File: config.mk
export PLATFORM = sky130hd
export DESIGN_NAME = smu_controller
export DESIGN_NICKNAME = d
export VERILOG_FILES = /design/src/design/smu_pkg.sv /design/src/design/smu_controller.sv
export SDC_FILE = /design/constraint.sdc
export NUM_CORES = 1
export LEC_CHECK = 0
export BUFFER_PORTS_ARGS = -buffer_cell sky130_fd_sc_hd__buf_2
export CORE_AREA = 2 2 39 41
export DETAILED_ROUTE_END_ITERATION = 16
export DIE_AREA = 0 0 41 43
export PLACE_DENSITY = 0.59
export SYNTH_ARGS = -nofsm -noshare
export SYNTH_HDL_FRONTEND = slang
export SYNTH_SLANG_ARGS = --single-unit
File: constraint.sdc
create_clock -name clk_i -period 1 [get_ports clk_i]
set_input_delay 0.1 -clock clk_i [delete_from_list [all_inputs] [get_ports clk_i]]
set_output_delay 0.1 -clock clk_i [all_outputs]
set_load 0.005 [all_outputs]
File: src/design/smu_pkg.sv
// ----------------------------------------------------------------------------
// smu_pkg
// Shared types and constants of the segmented memory unit.
// ----------------------------------------------------------------------------
package smu_pkg;

  localparam int NumSegmentsDef  = 64;
  localparam int SegmentWordsDef = 1024;
  localparam int DataW           = 32;
  localparam int OpW             = 3;
  localparam int CounterW        = 10;
  localparam int StatusW         = 3;

  typedef enum logic [OpW-1:0] {
    OP_MAP      = 3'd0,
    OP_UNMAP    = 3'd1,
    OP_LOAD     = 3'd2,
    OP_STORE    = 3'd3,
    OP_LOAD_PRG = 3'd4
  } op_e;

  typedef enum logic [StatusW-1:0] {
    ST_OK         = 3'd0,
    ST_UNMAPPED   = 3'd1,
    ST_BOUNDS     = 3'd2,
    ST_UNMAP_ZERO = 3'd3,
    ST_TOO_LONG   = 3'd4,
    ST_NO_ID      = 3'd5
  } status_e;

  typedef enum logic [3:0] {
    S_IDLE,
    S_LOOKUP,
    S_EVAL,
    S_FILL,
    S_COPY_RD,
    S_COPY_WR,
    S_WORD_WAIT,
    S_FINISH
  } state_e;

  typedef enum logic [3:0] {
    CMD_NONE,
    CMD_LATCH,
    CMD_LOOKUP,
    CMD_EVAL,
    CMD_FILL,
    CMD_FILL_END,
    CMD_COPY_RD,
    CMD_COPY_WR,
    CMD_COPY_END,
    CMD_FINISH
  } cmd_e;

  // Datapath report to the controller
  typedef struct packed {
    logic [OpW-1:0] op;
    status_e        status;
    logic           walk_done;
  } ctl_status_t;

endpackage

File: src/design/smu_controller.sv
// ----------------------------------------------------------------------------
// smu_controller
// Sequencer: accepts an item, runs lookup, check, walk and result phases.
// ----------------------------------------------------------------------------
module smu_controller
  import smu_pkg::*;
(
  input  logic        clk_i,
  input  logic        rst_ni,
  input  logic        in_valid_i,
  output logic        in_ready_o,
  output logic        out_valid_o,
  input  logic        out_ready_i,
  input  ctl_status_t dp_status_i,
  output cmd_e        cmd_o
);

  state_e state_q, state_d;
  logic   out_valid_q, out_valid_d;

  // State and result valid registers
  always_ff @(posedge clk_i or negedge rst_ni) begin
    if (!rst_ni) begin
      state_q     <= S_IDLE;
      out_valid_q <= 1'b0;
    end else begin
      state_q     <= state_d;
      out_valid_q <= out_valid_d;
    end
  end

  // Next state and command
  always_comb begin
    state_d     = state_q;
    cmd_o       = CMD_NONE;
    in_ready_o  = 1'b0;
    out_valid_d = out_valid_q && !out_ready_i;
    case (state_q)
      S_IDLE: begin
        in_ready_o = 1'b1;
        if (in_valid_i) begin
          cmd_o   = CMD_LATCH;
          state_d = S_LOOKUP;
        end
      end
      S_LOOKUP: begin
        cmd_o   = CMD_LOOKUP;
        state_d = S_EVAL;
      end
      S_EVAL: begin
        cmd_o   = CMD_EVAL;
        state_d = S_FINISH;
        if (dp_status_i.status == ST_OK) begin
          case (dp_status_i.op)
            OP_MAP:      state_d = S_FILL;
            OP_LOAD_PRG: state_d = S_COPY_RD;
            OP_LOAD:     state_d = S_WORD_WAIT;
            default:     state_d = S_FINISH;
          endcase
        end
      end
      S_FILL: begin
        if (dp_status_i.walk_done) begin
          cmd_o   = CMD_FILL_END;
          state_d = S_FINISH;
        end else begin
          cmd_o = CMD_FILL;
        end
      end
      S_COPY_RD: begin
        if (dp_status_i.walk_done) begin
          cmd_o   = CMD_COPY_END;
          state_d = S_FINISH;
        end else begin
          cmd_o   = CMD_COPY_RD;
          state_d = S_COPY_WR;
        end
      end
      S_COPY_WR: begin
        cmd_o   = CMD_COPY_WR;
        state_d = S_COPY_RD;
      end
      S_WORD_WAIT: state_d = S_FINISH;
      S_FINISH: begin
        // Hold until the result register is free
        if (!out_valid_q || out_ready_i) begin
          cmd_o       = CMD_FINISH;
          out_valid_d = 1'b1;
          state_d     = S_IDLE;
        end
      end
      default: state_d = S_IDLE;
    endcase
  end

  assign out_valid_o = out_valid_q;

`ifndef SYNTHESIS
  a_finish_hold: assert property (@(posedge clk_i) disable iff (!rst_ni)
    (state_q == S_FINISH && out_valid_q && !out_ready_i) |=> state_q == S_FINISH)
    else $error("result overwritten before transfer");
  a_copy_pair: assert property (@(posedge clk_i) disable iff (!rst_ni)
    (state_q == S_COPY_WR) |-> $past(cmd_o) == CMD_COPY_RD)
    else $error("copy write without preceding read");
  a_accept_idle: assert property (@(posedge clk_i) disable iff (!rst_ni)
    (cmd_o == CMD_LATCH) |=> state_q == S_LOOKUP)
    else $error("accepted item did not start lookup");
`endif

endmodule

* After elaboration in Yosys (flattened, before gate mapping)
Cells that the tools add are included.
** Word-level totals
- Logic and storage cells :: 37
- Register bits after elaboration :: 5
** Cells by class
- Eq/ne operators :: 12
- Reduce and logical (&&, ||, !) cells :: 8
- Muxes and demuxes :: 15
** Operators by type and width (number)
- $pmux W4 S8 :: 1
- $pmux W4 S7 :: 1
- $mux W4 :: 5
- $eq A4 B3 Y1 const B :: 4
- $pmux W3 S3 :: 1
- $eq A4 B2 Y1 const B :: 2
- $logic_not A3 Y1 :: 2
- $ne A2 B2 Y1 const B :: 3
- $mux W1 :: 5
- $eq A4 B1 Y1 const B :: 1
- $logic_not A4 Y1 :: 1
- $eq A3 B2 Y1 const B :: 1
- $eq A3 B3 Y1 const B :: 1
- $mux W3 :: 1
- $reduce_and A3 Y1 :: 1
- $logic_not A1 Y1 :: 2
- $mux W2 :: 1
- $logic_and A1 B1 Y1 :: 1
- $logic_or A1 B1 Y1 :: 1

* Logic depth before layout (Yosys ltp)
Gate-level depths: netlist of the first run.
- Depth in word-level cells :: 4
- Mapped depth :: 4
- Gate-level depth less buffers :: 3

* Worst setup path before layout of the first run
OpenSTA, ideal clock, no wires.
- Path type :: reg2out
- Start point :: register state_q[0]
- End point :: output cmd_o[0]
- Slack :: -46 ps
- Arrival time :: 946 ps
- Cell stages (with the launch flop) :: 5
- Buffers on the path :: 1
- Cell sequence :: dfrtp_1 buf_4 or2_1 a21oi_1 a211oi_1
** Between the ends
- Word-level cells in the longest chain between the ends :: 2
- Elaborated cells between the ends (all ways) :: 8
** RTL lines
- start: declaration :: line smu_controller.sv:18 : state_e state_q, state_d;
- start signal: assignment :: line smu_controller.sv:27 : state_q <= state_d;
- $eq A4 B3 Y1, or another cell as far along :: line smu_controller.sv:38 : case (state_q)
- $pmux W4 S7 * :: line smu_controller.sv:38
- end: declaration :: line smu_controller.sv:15 : output cmd_e cmd_o
Every way passes the cells marked *; elsewhere a longest branch is shown, timed or not.

* Final worst setup path of the first run
- Start point :: register state_q[0]
- End point :: output cmd_o[1]
Same word-level chain as after synthesis.

==> flow_summary.json, run 1 <==
{
  "die_y_um": 43,
  "syn_area_um2": 383,
  "ioPinCount": 17,
  "grt_pass1_wl_um": 1500,
  "clk_path_buf_depth": 2,
  "cts.htree.levels": 1,
  "via_per_inst": 4.82,
  "hpwl_um": 704,
  "worstSetupStartpoint": "state_q[0]",
  "outcome": "finished with violations",
  "worstSetupPathType": "flip-flop to output port",
  "rows": 14,
  "hold_class": "input port to async pin",
  "setup_viol": 9,
  "ys_warn_count": 0,
  "violations": "setup timing",
  "dr.pass1.iters": 1,
  "die_w_um": 41,
  "cp-end-kind": "output port",
  "cts_tree": "built",
  "dieArea_um2": 1760,
  "relSlewSlack": 0.818,
  "diodes": 0,
  "route.met3.wl_um": 36,
  "postRouteAntennaNets": 0,
  "clock_insertion_delay_worst_skew_ps": 230,
  "synthArstFlopShare": 1.00,
  "fin_ws_ps": -341,
  "synth_cells": 45,
  "place_congestion": 0.670,
  "overflow": 0,
  "grt_pass1_vias": 402,
  "placed_area_um2": 509,
  "wl_met1_um": 425,
  "drt_wl_total_um": 977,
  "nNetsFinal": 87,
  "r2r_start": "state_q[0]",
  "final-hold-violation-count": 0,
  "fin_crit_ps": 1340,
  "routed-wl-met2_um": 515,
  "antenna_found_initial": 0,
  "clk_pin_slew_ps": 40,
  "io_buffers": 16,
  "synth.distinct_cells": 28,
  "fin_crit_sh": 1.34,
  "tightest_slew_ps": 271,
  "final-max-slew-violation-count": 0,
  "cp.arrival_ps": 1240,
  "preCtsSetupSlack_ps": -150,
  "cts.sinks": 4,
  "synth_seq_cells": 4,
  "final_area_um2": 641,
  "ys.flop_type": "dfrtp_1",
  "synth_nets": 56,
  "required_ps": 900,
  "clock-skew-final_ps": 0.394,
  "drc_errors": 0,
  "synth_edf_count": 0,
  "p_leak_nw": 0.302,
  "yosysSeqAreaShare": 0.261,
  "routed.top_layer": "met3",
  "cts_root_buffer": "clkbuf_4",
  "cp_max_fo": 6,
  "grt_max_degree": 11,
  "ir_drop_mv": 1.23,
  "start_util": 0.277,
  "final_layout_size_suffix_gt1_frac": 0.608,
  "synthToLayoutAreaGrowth_pct": 67.3,
  "drtIter0Drc": 0,
  "wl_per_cell_um": 10.9,
  "grt_use_total": 0.124,
  "via_count": 434,
  "coreArea_um2": 1380,
  "avgSynthCellArea_um2": 8.51,
  "fin_hold_ws_ps": 199,
  "start_kind": "flip-flop",
  "rsz0062_at_grt": "yes",
  "cts_made_buffers": 3,
  "max_freq_mhz": 746,
  "p_per_area_nw_per_um2": 3030,
  "fill_cells": 150,
  "cap_viol_max_count": 0
}
logic make-up after synthesis:
| kind of cell | after synthesis | share of synthesized area |
|---|---|---|
| flops | 4 | 0.261 |
| simple gates | 21 | 0.337 |
| xor+xnor | 1 | 0.0229 |
| mux | 2 | 0.0556 |
| compound gates | 13 | 0.245 |
| buf+inv | 4 | 0.0784 |
per-layer routing:
metal / track usage / vias to the layer above
met5: 0 / -
met4: 0.0800 / 0
met3: 0.0157 / 0
met2: 0.206 / 7
met1: 0.136 / 205
li1: - / 222
layout make-up:
cell class	count	area, um^2	share of cell area
multi-input combinational	37	295	0.461
inverter	1	3.75	0.00586
sequential	4	104	0.162
timing repair buffer	29	195	0.305
clock buffer	3	22.5	0.0352
tap	16	20.0	0.0313
synthesized netlist by cell type (all sizes together) (2+ instances only):
cell    instances  area share
nor2            7       0.075
dfrtp           4        0.26
a21oi           3       0.039
buf             3       0.069
nand2b          3       0.049
o21bai          3       0.059
nand2           2       0.020
nand3           2       0.026
flip-flops by register name, summed over array words and instances (netlist names):
signal,cells
out_valid_o,1
state_q,3
critical path, cell delays in order (launching register included):
cell and delay [ps]:
dfrtp_2 450, o21bai_4 190, mux2_2 250, buf_2 120
metrics by stage:
stage | setup TNS, ps | std cells | util | total power [mW]
final | -1880 | 90 | 0.463 | 1.94
after global routing | -2320 | 90 | 0.463 | 2.09
after CTS | -1780 | 90 | 0.439 | 1.82
after detailed placement | -1020 | 81 | 0.368 | 1.36
after global placement | -1080 | 81 | 0.368 | 1.36
after floorplan | -57.0 | 45 | - | 1.01
cells in the final DEF (no fill, tap or decap), types with 2 or more instances in the layout:
master,count
dfrtp_2,3
buf_2,16
buf_6,4
clkbuf_4,3
buf_4,8
o21bai_1,2
nor2_1,5
nand2b_1,2
a21oi_1,2
repair_timing:
| action | CTS | global route |
|---|---|---|
| endpoints found under the setup margin | 9 | 9 |
| endpoints found under the hold margin | 4 | 0 |
| buffers inserted | 5 | 0 |
| gates resized for setup | 11 | 6 |
| hold buffers | 1 | 0 |
| pin swaps | 3 | 2 |
power breakdown:
part	total (mW)	internal (mW)	switching [mW]
clock	0.193	0.134	0.0594
combinational	1.32	0.796	0.527
sequential	0.423	0.257	0.166
total	1.94	1.19	0.753
path summary, 6_finish.rpt:
check / to / slack [ps] / cells after the start
worst max-delay path: cmd_o[1] / -340 / 3
max in group asynchronous: state_q[1] / 670 / 2
worst max register to register: state_q[1] / -140 / 4
worst min-delay path: out_valid_o / 200 / 2
min in group clk_i: out_valid_o / 220 / 3
worst min register to register: state_q[2] / 710 / 1
(Power assumes the default switching activity.)
==> inputs of run 2 (changes only) <==
--- a/config.mk
+++ b/config.mk
@@ -9,7 +9,9 @@
 export CORE_AREA = 2 2 39 41
 export DETAILED_ROUTE_END_ITERATION = 16
 export DIE_AREA = 0 0 41 43
+export GPL_TIMING_DRIVEN = 0
 export PLACE_DENSITY = 0.59
 export SYNTH_ARGS = -nofsm -noshare
 export SYNTH_HDL_FRONTEND = slang
 export SYNTH_SLANG_ARGS = --single-unit
+export TNS_END_PERCENT = 30
==> run 2 against run 1 <==
The flow still finishes with violations (setup timing). First-iteration DRC count increased by 3. Register-to-register slack about the same. Utilization decreased by 4.8 points. Clock power about the same. Via count decreased by 6.2%. Sequential cell count unchanged.
==> flow_summary.json, run 2 (synthesis results as in run 1) <==
{
  "cap_viol_max_count": 0,
  "cp_max_fo": 10,
  "clock_insertion_delay_worst_skew_ps": 230,
  "drt_wl_total_um": 963,
  "relSlewSlack": 0.834,
  "cts.sinks": 4,
  "largest_reg_flops": 3,
  "die_y_um": 43,
  "required_ps": 900,
  "grtUsageMet3": 0.0157,
  "fin_ws_ps": -442,
  "antenna_found_initial": 0,
  "via_per_inst": 4.79,
  "swShare": 0.408,
  "cts_tree": "built",
  "nNetsFinal": 82,
  "cts.htree.levels": 1,
  "via_count": 407,
  "diodes": 0,
  "clock-skew-final_ps": 0.831,
  "wl_per_cell_um": 11.3,
  "p_clk_frac": 0.110,
  "grt_max_degree": 11,
  "final_area_um2": 574,
  "rsz0062_at_grt": "yes",
  "cp.arrival_ps": 1340,
  "dr.pass1.iters": 4,
  "rows": 14,
  "hpwl_um": 711,
  "clk_path_buf_depth": 2,
  "preCtsSetupSlack_ps": -186,
  "grt_pass1_vias": 353,
  "start_util": 0.277,
  "clk_pin_slew_ps": 40,
  "hold_class": "input port to async pin",
  "cts_root_buffer": "clkbuf_4",
  "io_buffers": 16,
  "grt.busiest_layer": "met2",
  "grtUsageMet1": 0.153,
  "p_int_mw": 1.03,
  "grt_pass1_wl_um": 1370,
  "worstSetupPathType": "flip-flop to output port",
  "crit_buf_inv": 2,
  "cpLargestDelayFamily": "flip-flops",
  "final_layout_size_suffix_gt1_frac": 0.493,
  "drtIter0Drc": 3,
  "violations": "setup timing",
  "place_congestion": 0.673,
  "ioPinCount": 17,
  "cts_made_buffers": 3,
  "combPwrFrac": 0.709,
  "use_met2": 0.169,
  "power_switching_mw": 0.709,
  "dieArea_um2": 1760,
  "fin_hold_ws_ps": 199,
  "fin_crit_ps": 1440,
  "crit_path_max_incr_delay_ps": 370,
  "postRouteAntennaNets": 0,
  "coreArea_um2": 1380,
  "worstPathCellList": "buf_4 > nand3b_1 > a21oi_1 > a211oi_2 > buf_2",
  "p_leak_nw": 0.276,
  "grt_use_total": 0.117,
  "drc_errors": 0,
  "final_cell_mix": "buf_2, nor2_1, buf_4, dfrtp_1",
  "max_freq_mhz": 694,
  "overflow": 0,
  "synthToLayoutAreaGrowth_pct": 50.0,
  "cp-end-kind": "output port",
  "start_kind": "flip-flop",
  "post-route-util": 0.415,
  "outcome": "finished with violations",
  "final-max-slew-violation-count": 0,
  "regMostFlops": "state_q",
  "final-hold-violation-count": 0,
  "die_w_um": 41,
  "layout_commonest_cell": "buf_2",
  "cp_slowest_cell": "dfrtp_1",
  "p_per_area_nw_per_um2": 3020,
  "ir_drop_mv": 0.932,
  "setup_viol": 8,
  "fin_crit_sh": 1.44,
  "tightest_slew_ps": 246,
  "placed_area_um2": 487,
  "seqPwrFrac": 0.181
}
-- run 2: cell types whose count changed in the layout (fill, tap and decap cells not counted), sizes merged --
| cell | change |
|---|---|
| buf | -5 |
-- run 2: repair_timing --
action,4_1_cts,5_1_grt
setup endpoints to repair,8,8
pin swaps,3,3
hold endpoints to repair,4,0
hold buffers,1,0
gates resized for setup,2,4
buffers inserted,3,1
-- run 2: power by group through the flow --
stage	logic, mW	clock network (mW)	registers, mW
after floorplan	0.704	0	0.305
after global placement	0.981	0	0.326
after detailed placement	0.978	0	0.324
after CTS	1.11	0.207	0.311
after global routing	1.35	0.206	0.324
final	1.23	0.192	0.314
-- run 2: metrics by stage --
stage	std cells	setup TNS, ps	total power, mW
2_1_floorplan	45	-57.0	1.01
3_5_place_dp	77	-800	1.30
5_1_grt	85	-2540	1.88
4_1_cts	84	-2060	1.63
3_3_place_gp	77	-798	1.31
6_report	85	-2020	1.74
-- run 2: final cells by class --
type                    count  area [um^2]
repair buffers             21          124
well taps                  16         20.0
flip-flops and latches      4          100
plain buffers               3         30.0
clock buffers               3         22.5
inverters                   1         3.75
multi-input cells          37          274
fillers                   156          810
-- run 2: path summary, 6_finish.rpt --
| check | from | to | slack (ps) | depth (start not counted) |
|---|---|---|---|---|
| min reg2reg | state_q[0] | state_q[1] | 680 | 2 |
| min | rst_ni | state_q[2] | 200 | 2 |
| max | state_q[1] | cmd_o[0] | -440 | 5 |
| max in group asynchronous | rst_ni | out_valid_o | 690 | 2 |
| min in group clk_i | out_ready_i | out_valid_o | 200 | 3 |
| max reg2reg | state_q[0] | state_q[1] | -130 | 4 |
-- run 2: routing by layer --
metal,share of wire,vias up
met5,0,-
met4,0,0
met3,0.046,0
met2,0.50,9
met1,0.45,186
li1,-,212
